===== config.mk =====
export PLATFORM = sky130hd
export DESIGN_NAME = charge_input_pwm_duty_regulator
export DESIGN_NICKNAME = d
export VERILOG_FILES = /design/src/sv/cipdr_pkg.sv /design/src/sv/cipdr_core.sv /design/src/sv/charge_input_pwm_duty_regulator.sv
export SDC_FILE = /design/constraint.sdc
export NUM_CORES = 1
export LEC_CHECK = 0
export ABC_AREA = 1
export BUFFER_PORTS_ARGS = -buffer_cell sky130_fd_sc_hd__clkbuf_2
export CAP_MARGIN = 20
export CORE_ASPECT_RATIO = 0.6
export CORE_MARGIN = 2
export CORE_UTILIZATION = 50
export DETAILED_ROUTE_END_ITERATION = 12
export PLACE_DENSITY = 0.69
export SYNTH_ARGS = -nofsm -noshare
export SYNTH_HDL_FRONTEND = slang
export SYNTH_HIERARCHICAL = 1
export SYNTH_SLANG_ARGS = --single-unit

===== constraint.sdc =====
create_clock -name clk_i -period 10 [get_ports clk_i]
set_clock_uncertainty 0.15 [all_clocks]
set_input_delay 0.5 -clock clk_i [delete_from_list [all_inputs] [get_ports clk_i]]
set_output_delay 0.5 -clock clk_i [all_outputs]
set_load 0.02 [all_outputs]

===== src/sv/cipdr_pkg.sv =====
`default_nettype none

package cipdr_pkg;

  localparam int unsigned DutyW    = 7;
  localparam int unsigned VbusW    = 14;
  localparam int unsigned IbatW    = 16;
  localparam int unsigned EstW     = 12;
  localparam int unsigned InDataW  = 40;
  localparam int unsigned OutDataW = 24;
  localparam int unsigned CfgIdxW  = 3;
  localparam int unsigned CfgDataW = 14;

  localparam logic [DutyW-1:0] BeginOffset    = 7'd90;
  localparam logic [DutyW-1:0] MaxStartDuty   = 7'd96;
  localparam logic [DutyW-1:0] OcMargin       = 7'd15;
  localparam logic [DutyW-1:0] StepDown       = 7'd3;
  localparam logic [DutyW-1:0] StepUp         = 7'd5;
  localparam logic [DutyW-1:0] StepFastDown   = 7'd15;
  localparam logic [DutyW-1:0] DutyFull       = 7'd100;
  localparam logic [DutyW-1:0] LightLimitDuty = 7'd90;
  localparam logic [EstW-1:0]  MapA           = 12'd3012;
  localparam logic [EstW-1:0]  MapBMag        = 12'd29;

  localparam logic [VbusW-1:0] VbusHighRst      = 14'd4700;
  localparam logic [VbusW-1:0] VbusHighLightRst = 14'd4550;
  localparam logic [VbusW-1:0] VbusLowRst       = 14'd4500;
  localparam logic [VbusW-1:0] VbusHardLowRst   = 14'd4400;
  localparam logic [7:0]       OverrideRst      = 8'hFF;

  typedef enum logic [1:0] {
    REQ_TICK    = 2'd0,
    REQ_NOMINAL = 2'd1,
    REQ_FLOOR   = 2'd2,
    REQ_RELEASE = 2'd3
  } req_e;

  typedef enum logic [CfgIdxW-1:0] {
    CFG_AGGRESSIVE = 3'd0,
    CFG_OVERRIDE   = 3'd1,
    CFG_VBUS_HIGH  = 3'd2,
    CFG_VBUS_LIGHT = 3'd3,
    CFG_VBUS_LOW   = 3'd4,
    CFG_VBUS_HARD  = 3'd5
  } cfg_idx_e;

  typedef struct packed {
    logic              aggressive;
    logic signed [7:0] override;
    logic [VbusW-1:0]  vbus_high;
    logic [VbusW-1:0]  vbus_light;
    logic [VbusW-1:0]  vbus_low;
    logic [VbusW-1:0]  vbus_hard_low;
  } cfg_t;

  typedef struct packed {
    req_e              req_type;
    logic [VbusW-1:0]  vbus_mv;
    logic signed [IbatW-1:0] battery_ma;
    logic              battery_read_error;
    logic [DutyW-1:0]  value;
  } item_t;

  typedef struct packed {
    logic [DutyW-1:0] duty;
    logic [DutyW-1:0] nominal;
    logic             fast_mode;
    logic [DutyW-1:0] floor_duty;
    logic             pwm_on;
  } state_t;

  typedef struct packed {
    logic [EstW-1:0]  current_estimate_ma;
    logic             duty_changed;
    logic             pwm_active;
    logic [DutyW-1:0] duty_percent;
  } result_t;

endpackage

`default_nettype wire


===== src/sv/cipdr_core.sv =====
`default_nettype none

module cipdr_core import cipdr_pkg::*; (
  input  var cfg_t    cfg_i,
  input  var state_t  state_i,
  input  var item_t   item_i,
  output var state_t  state_o,
  output var result_t result_o
);

  logic signed [8:0] duty_s, nom_lo_s, floor_s, fast_s, slow_s;
  logic [DutyW-1:0]  forced, up_duty, start_duty, lower_duty;
  logic              is_low, is_high, can_lower, changed;
  logic [EstW-1:0]   est;

  always_comb begin
    duty_s   = signed'({2'b00, state_i.duty});
    nom_lo_s = signed'({2'b00, state_i.nominal}) - signed'({2'b00, OcMargin});
    floor_s  = signed'({2'b00, state_i.floor_duty});
    fast_s   = duty_s - signed'({2'b00, StepFastDown});
    slow_s   = duty_s - signed'({2'b00, StepDown});

    forced = (cfg_i.override > signed'({1'b0, DutyFull})) ? DutyFull
                                                         : cfg_i.override[DutyW-1:0];
    up_duty = (state_i.duty > DutyFull - StepUp) ? DutyFull : state_i.duty + StepUp;

    if (item_i.battery_read_error) begin
      start_duty = (item_i.value > DutyFull) ? DutyFull : item_i.value;
    end else if (item_i.value > MaxStartDuty - BeginOffset) begin
      start_duty = MaxStartDuty;
    end else begin
      start_duty = item_i.value + BeginOffset;
    end

    // low / high vbus decisions
    if (item_i.battery_ma[IbatW-1]) begin
      is_low = (item_i.vbus_mv < cfg_i.vbus_hard_low) && (state_i.duty < DutyFull);
    end else begin
      is_low = (item_i.vbus_mv < cfg_i.vbus_low) && (state_i.duty < DutyFull);
    end
    is_high = (item_i.vbus_mv > cfg_i.vbus_high) ||
              ((item_i.vbus_mv > cfg_i.vbus_light) && (state_i.duty > LightLimitDuty));

    // next lower duty
    can_lower  = 1'b0;
    lower_duty = state_i.duty;
    if (cfg_i.aggressive) begin
      if (state_i.fast_mode && (fast_s >= nom_lo_s) && (fast_s >= floor_s)) begin
        can_lower  = 1'b1;
        lower_duty = fast_s[8] ? '0 : fast_s[DutyW-1:0];
      end else if ((duty_s > nom_lo_s) && (duty_s > floor_s) && (state_i.duty != '0)) begin
        can_lower  = 1'b1;
        lower_duty = slow_s[8] ? '0 : slow_s[DutyW-1:0];
      end
    end else if ((state_i.duty > state_i.nominal) && (state_i.duty != '0)) begin
      can_lower  = 1'b1;
      lower_duty = slow_s[8] ? '0 : slow_s[DutyW-1:0];
    end

    state_o = state_i;
    changed = 1'b0;
    case (item_i.req_type)
      REQ_TICK: begin
        if (state_i.pwm_on && !item_i.battery_read_error) begin
          if (!cfg_i.override[7]) begin
            if (forced != state_i.duty) begin
              state_o.duty = forced;
              changed      = 1'b1;
            end
          end else if (is_low) begin
            state_o.duty      = up_duty;
            state_o.fast_mode = 1'b0;
            changed           = 1'b1;
          end else if (is_high && can_lower) begin
            state_o.duty = lower_duty;
            changed      = 1'b1;
          end
        end
      end
      REQ_NOMINAL: begin
        state_o.duty      = start_duty;
        state_o.nominal   = item_i.value;
        state_o.fast_mode = 1'b1;
        state_o.pwm_on    = 1'b1;
        changed           = 1'b1;
      end
      REQ_FLOOR: begin
        state_o.floor_duty = item_i.value;
      end
      default: begin
        state_o.pwm_on = 1'b0;
      end
    endcase

    est = MapA - EstW'({5'b0, state_o.duty} * MapBMag);

    result_o.duty_percent        = state_o.duty;
    result_o.pwm_active          = state_o.pwm_on;
    result_o.duty_changed        = changed;
    result_o.current_estimate_ma = est;
  end

endmodule

`default_nettype wire


===== src/sv/charge_input_pwm_duty_regulator.sv =====
// Input current limit PWM duty regulator. Each input beat is a tick (VBUS sample, battery
// current, read-error flag), a set-nominal, a set-over-current-floor or a release-to-manual
// request; every beat gives exactly one result beat with the duty after that beat, the PWM
// enable, whether the duty was rewritten and the estimated current limit (3012 - 29 * duty).
// Beats are registered on entry, pass through one stage of compare-and-step logic and land
// in an output register, so the block takes one beat per clock unless the output stalls;
// the input register may take the next beat while a result still waits, if it is empty.
// Users must write configuration registers via cfg_we_i only while idle (not enforced).
`default_nettype none

module charge_input_pwm_duty_regulator import cipdr_pkg::*; (
  input  wire                 clk_i,
  input  wire                 rst_ni,
  input  wire                 s_axis_tvalid,
  output logic                s_axis_tready,
  // vbus_mv, battery_ma, battery_read_error, value, zero pad
  input  wire [InDataW-1:0]   s_axis_tdata,
  // req_type
  input  wire [1:0]           s_axis_tuser,
  output logic                m_axis_tvalid,
  input  wire                 m_axis_tready,
  // duty_percent, pwm_active, duty_changed, current_estimate_ma, zero pad
  output logic [OutDataW-1:0] m_axis_tdata,
  input  wire                 cfg_we_i,
  input  wire [CfgIdxW-1:0]   cfg_idx_i,
  input  wire [CfgDataW-1:0]  cfg_wdata_i
);

  cfg_t    cfg_q;
  state_t  state_q, state_d;
  item_t   item_q, item_in;
  result_t res_q, res_d;
  logic    in_valid_q, out_valid_q, advance;

  assign advance       = !out_valid_q || m_axis_tready;
  assign s_axis_tready = !in_valid_q || advance;

  always_comb begin
    item_in.req_type           = req_e'(s_axis_tuser);
    item_in.vbus_mv            = s_axis_tdata[13:0];
    item_in.battery_ma         = signed'(s_axis_tdata[29:14]);
    item_in.battery_read_error = s_axis_tdata[30];
    item_in.value              = s_axis_tdata[37:31];
  end

  cipdr_core u_core (
    .cfg_i    (cfg_q),
    .state_i  (state_q),
    .item_i   (item_q),
    .state_o  (state_d),
    .result_o (res_d)
  );

  always_ff @(posedge clk_i or negedge rst_ni) begin
    if (!rst_ni) begin
      cfg_q.aggressive    <= 1'b1;
      cfg_q.override      <= signed'(OverrideRst);
      cfg_q.vbus_high     <= VbusHighRst;
      cfg_q.vbus_light    <= VbusHighLightRst;
      cfg_q.vbus_low      <= VbusLowRst;
      cfg_q.vbus_hard_low <= VbusHardLowRst;
    end else if (cfg_we_i) begin
      case (cfg_idx_e'(cfg_idx_i))
        CFG_AGGRESSIVE: cfg_q.aggressive    <= cfg_wdata_i[0];
        CFG_OVERRIDE:   cfg_q.override      <= signed'(cfg_wdata_i[7:0]);
        CFG_VBUS_HIGH:  cfg_q.vbus_high     <= cfg_wdata_i;
        CFG_VBUS_LIGHT: cfg_q.vbus_light    <= cfg_wdata_i;
        CFG_VBUS_LOW:   cfg_q.vbus_low      <= cfg_wdata_i;
        CFG_VBUS_HARD:  cfg_q.vbus_hard_low <= cfg_wdata_i;
        default: ;
      endcase
    end
  end

  always_ff @(posedge clk_i or negedge rst_ni) begin
    if (!rst_ni) begin
      in_valid_q  <= 1'b0;
      out_valid_q <= 1'b0;
      state_q     <= '0;
    end else begin
      if (s_axis_tready) begin
        in_valid_q <= s_axis_tvalid;
      end
      if (advance) begin
        out_valid_q <= in_valid_q;
        if (in_valid_q) begin
          state_q <= state_d;
        end
      end
    end
  end

  always_ff @(posedge clk_i) begin
    if (s_axis_tready && s_axis_tvalid) begin
      item_q <= item_in;
    end
    if (advance && in_valid_q) begin
      res_q <= res_d;
    end
  end

  assign m_axis_tvalid = out_valid_q;
  assign m_axis_tdata  = {3'b000, res_q};

endmodule

`default_nettype wire


Word-level counts from Yosys, hierarchy flattened. Index checks and enable logic that the tools add are counted.

Reduce and logical (&&, ||, !) cells: 33. Equal/unequal tests: 11. Add/sub/neg operators: 6. $lt $le $gt $ge: 15. Multiplexer cells: 33. $mul: 1.

Operator list (number): two-way mux 7 bit (16); > comparator 14 bit (2); less-than comparator 14 bit (2); > comparator 7 bit, second input constant (3); subtractor 7 x 4 -> 8 bit, second input constant (2); > comparator 7 bit (2); case mux 7 bit (2 select lines) (1); AND reduction 2 bit (7); two-way mux 1 bit (13); logical AND 1 bit (12); multiplier 7 x 5 -> 12 bit, second input constant (1); subtractor 12 bit, first input constant (1); greater-or-equal comparator 9 x 8 -> 1 bit (1); greater-or-equal comparator 9 bit (1); > comparator 8 x 9 -> 1 bit (1); > comparator 8 bit, second input constant (1); subtractor 7 x 2 -> 8 bit, second input constant (1); adder 7 x 3 -> 7 bit, second input constant (1); adder 7 bit, second input constant (1); > comparator 7 x 3 -> 1 bit, second input constant (1); less-than comparator 7 bit, second input constant (1); inequality test 7 bit (1); nonzero test 7 bit (1); == test 3 x 2 -> 1 bit, second input constant (2); 15 further kinds (24).

Register bits after elaboration: 151. Output and inout bits: 26. Logic and storage cells: 121. Bits of input ports: 64.

Longest topological paths before layout.
Depth after elaboration: 15. Mapped depth: 46. Gate-level depth less buffers: 44.

Modules after synthesis. Netlist, hierarchy kept.

By module, submodules not included: charge_input_pwm_duty_regulator (instances 1, sequential area each 4121.5 um^2, area an instance 5502.8 um^2, cells each 468); cipdr_core (instances 1, sequential area each 0.0 um^2, area an instance 5116.2 um^2, cells each 843).

Worst setup path after synthesis. Ideal clock, no wire load.

Path type: register to register. From: register state_q[16] (netlist bit). To: register res_q (netlist bit m_axis_tdata[20]), data pin. Path slack: 3.815 ns. Arrival: 5.783 ns. Path buffers: 2. Stages on the path, launching flop included: 43. Cells stage by stage: dfrtp_1 > buf_4 > inv_1 > ha_1 > ha_1 > inv_1 > nor3_1 > nor2_1 > nand2_1 > nand2_1 > nand3_2 > nand2_2 > nand2_4 > nand3_4 > nand2_2 > nand2_2 > buf_6 > nor2_2 > [7 not listed] > fa_1 > inv_1 > fa_1 > inv_1 > fa_1 > ha_1 > a21oi_1 > o21bai_1 > nand2_1 > nand2_1 > a21oi_1 > nor2_1 > nor2_1 > o21bai_1 > xor2_1 > inv_1 > nand3_1 > nand2_1.

RTL lines: start: declaration (RTL line charge_input_pwm_duty_regulator.sv:30) `state_t state_q, state_d;`; start signal: assignment (RTL line charge_input_pwm_duty_regulator.sv:87) `state_q <= state_d;`; end signal: assignment (RTL line charge_input_pwm_duty_regulator.sv:98) `res_q <= res_d;`; end: declaration (RTL line charge_input_pwm_duty_regulator.sv:32) `result_t res_q, res_d;`.

==> flow_summary.json <==
{
  "startpoint": "state_q[17]",
  "grt_max_degree": 66,
  "crit_arrival_ns": 7.69,
  "worst_ep_required_time_ns": 10.04,
  "first_pass_iters": 6,
  "rsz0062_at_grt": "no",
  "place_inst": 1596,
  "route.detailed.drc": 0,
  "die_w_um": 188.1,
  "finalCriticalPeriod_ns": 7.656,
  "hold_violations": 0,
  "cts.path.max_buffers": 2,
  "critPathSlowestCell": "dfrtp_1",
  "postCtsSetupRepairBufs": 0,
  "grt-ovfl-total": 0,
  "start_util_pct": 50.92,
  "cts_tree": "built",
  "antenna_found_initial": 0,
  "track_usage_pct": 25.62,
  "finalCritPeriodShare_pct": 76.56,
  "grt_pass1_wl_um": 42760,
  "crit_top_cell": "nand2_1",
  "finalSetupViolCount": 0,
  "critPathKind": "flip-flop to flip-flop",
  "worst-path-buf-inv": 5,
  "routed_wl_um": 26270,
  "worst_slack_ns": 2.344,
  "maxCapViolations": 0,
  "die_y_um": 114.5,
  "tightestPinTransition_ns": 0.9030,
  "vdd_drop_max_mv": 0.3544,
  "fmaxAchievable_mhz": 130.6,
  "p_leak_nw": 5.799,
  "io_buffers": 69,
  "place_congestion": 0.9145,
  "std_cell_rows": 40,
  "slew_headroom_pct": 39.66,
  "coreArea_sq_mm": 0.01997,
  "diodes": 0,
  "avgSynthCellArea_sq_um": 7.846,
  "worst_hold_path_type": "input port to flip-flop",
  "syn_to_final_growth_pct": 10.42,
  "maxSlewViolCount": 0,
  "drtIter0Drc": 917,
  "pwr_density_cell_mw_per_mm2": 327.0,
  "final_nets": 1536,
  "tns_ns": 0,
  "insertion_delay_ns": 0.43,
  "vias": 8737,
  "drive_above_1_share_pct": 13.85,
  "status": "finished clean",
  "path_delay_family": "adder cells",
  "routed_via_density": 5.360,
  "fill_cells": 1874,
  "clkSinkCount": 136,
  "cts-root-buf": "clkbuf_16",
  "post-place-ws_ns": 2.475,
  "ioPinCount": 90,
  "path_clk_slew_ns": 0.06,
  "final_util_pct": 56.23,
  "syn-cell-area_sq_mm": 0.01017,
  "max_stage_delay_ns": 0.72,
  "grt_pass1_vias": 8077,
  "r2r-start": "state_q[17]",
  "ant_nets": 0,
  "yosysWarnings": 6,
  "post_drt_wl_per_cell_um": 16.12,
  "hp-start": "s_axis_tdata[32]",
  "hpwl_um": 19140,
  "cts-buffers-inserted": 17,
  "finalNonFillerCells": 1630,
  "cp-start-kind": "flip-flop",
  "htree_num_levels": 4,
  "syn-instance-count": 1296,
  "fp.dieArea_sq_mm": 0.02153,
  "cp-end-kind": "flip-flop",
  "worstPathMaxFanout": 13
}
[power by group]
group | switching (mW) | internal [mW] | leakage (nW)
sequential | 0.142 | 0.793 | 1.52
combinational | 1.27 | 0.759 | 3.97
clock | 0.263 | 0.446 | 0.314
total | 1.67 | 2.00 | 5.80
[placed cells by master (no fill, tap or decap), types with 12 or more instances in the layout]
| cell type | n |
|---|---|
| a21oi_1 | 66 |
| clkbuf_16 | 17 |
| clkbuf_2 | 68 |
| dfrtp_1 | 60 |
| dfstp_2 | 30 |
| edfxtp_1 | 46 |
| fa_1 | 12 |
| ha_1 | 116 |
| inv_1 | 180 |
| inv_2 | 13 |
| nand2_1 | 390 |
| nand2_2 | 13 |
| nand3_1 | 102 |
| nand4_1 | 13 |
| nor2_1 | 44 |
| o211ai_1 | 17 |
| o21ai_0 | 59 |
| xor2_1 | 16 |
[layout make-up]
| type | count | area (sq um) | area share [%] |
|---|---|---|---|
| sequential | 136 | 3671 | 32.69 |
| tap | 273 | 341.6 | 3.042 |
| clock inverter | 13 | 215.2 | 1.917 |
| timing repair buffer | 76 | 402.9 | 3.588 |
| clock buffer | 19 | 432.9 | 3.856 |
| multi-input combinational | 919 | 5436 | 48.42 |
| inverter | 194 | 728.2 | 6.485 |
[stage by stage]
stage | total power [mW] | hold WS (ns) | cell area (sq um)
after floorplan | 2.508 | 0.05441 | 10180
after global placement | 2.884 | 0.2889 | 10560
after detailed placement | 2.916 | 0.2907 | 10560
after CTS | 3.666 | 0.06644 | 11220
final | 3.672 | 0.08539 | 11230
after global routing | 4.024 | 0.06714 | 11230
[registers in the layout (all words and copies together), names as in the netlist]
register / flops
cfg_q: 65
item_q: 25
state_q: 23
m_axis_tdata: 21
in_valid_q: 1
m_axis_tvalid: 1
[metal layers]
layer  GRT usage [%]  wire length, um
met1           40.78            13580
met2           34.61            10330
met3           5.394             2156
met4           6.247              209
met5               0                0
[final timing paths]
path | end | slack, ns | cells after the start
max | m_axis_tdata[20] | 2.34 | 42
min | item_q[1] | 0.09 | 1
max reg2reg | m_axis_tdata[20] | 2.34 | 42
min reg2reg | cfg_q[35] | 0.31 | 2
max in group asynchronous | cfg_q[1] | 8.13 | 3
min in group asynchronous | state_q[12] | 0.37 | 2
[timing repair]
item	CTS	global route
hold endpoints to repair	25	0
hold buffers	1	0
resized for setup	0	0
(Power assumes the default switching activity.)
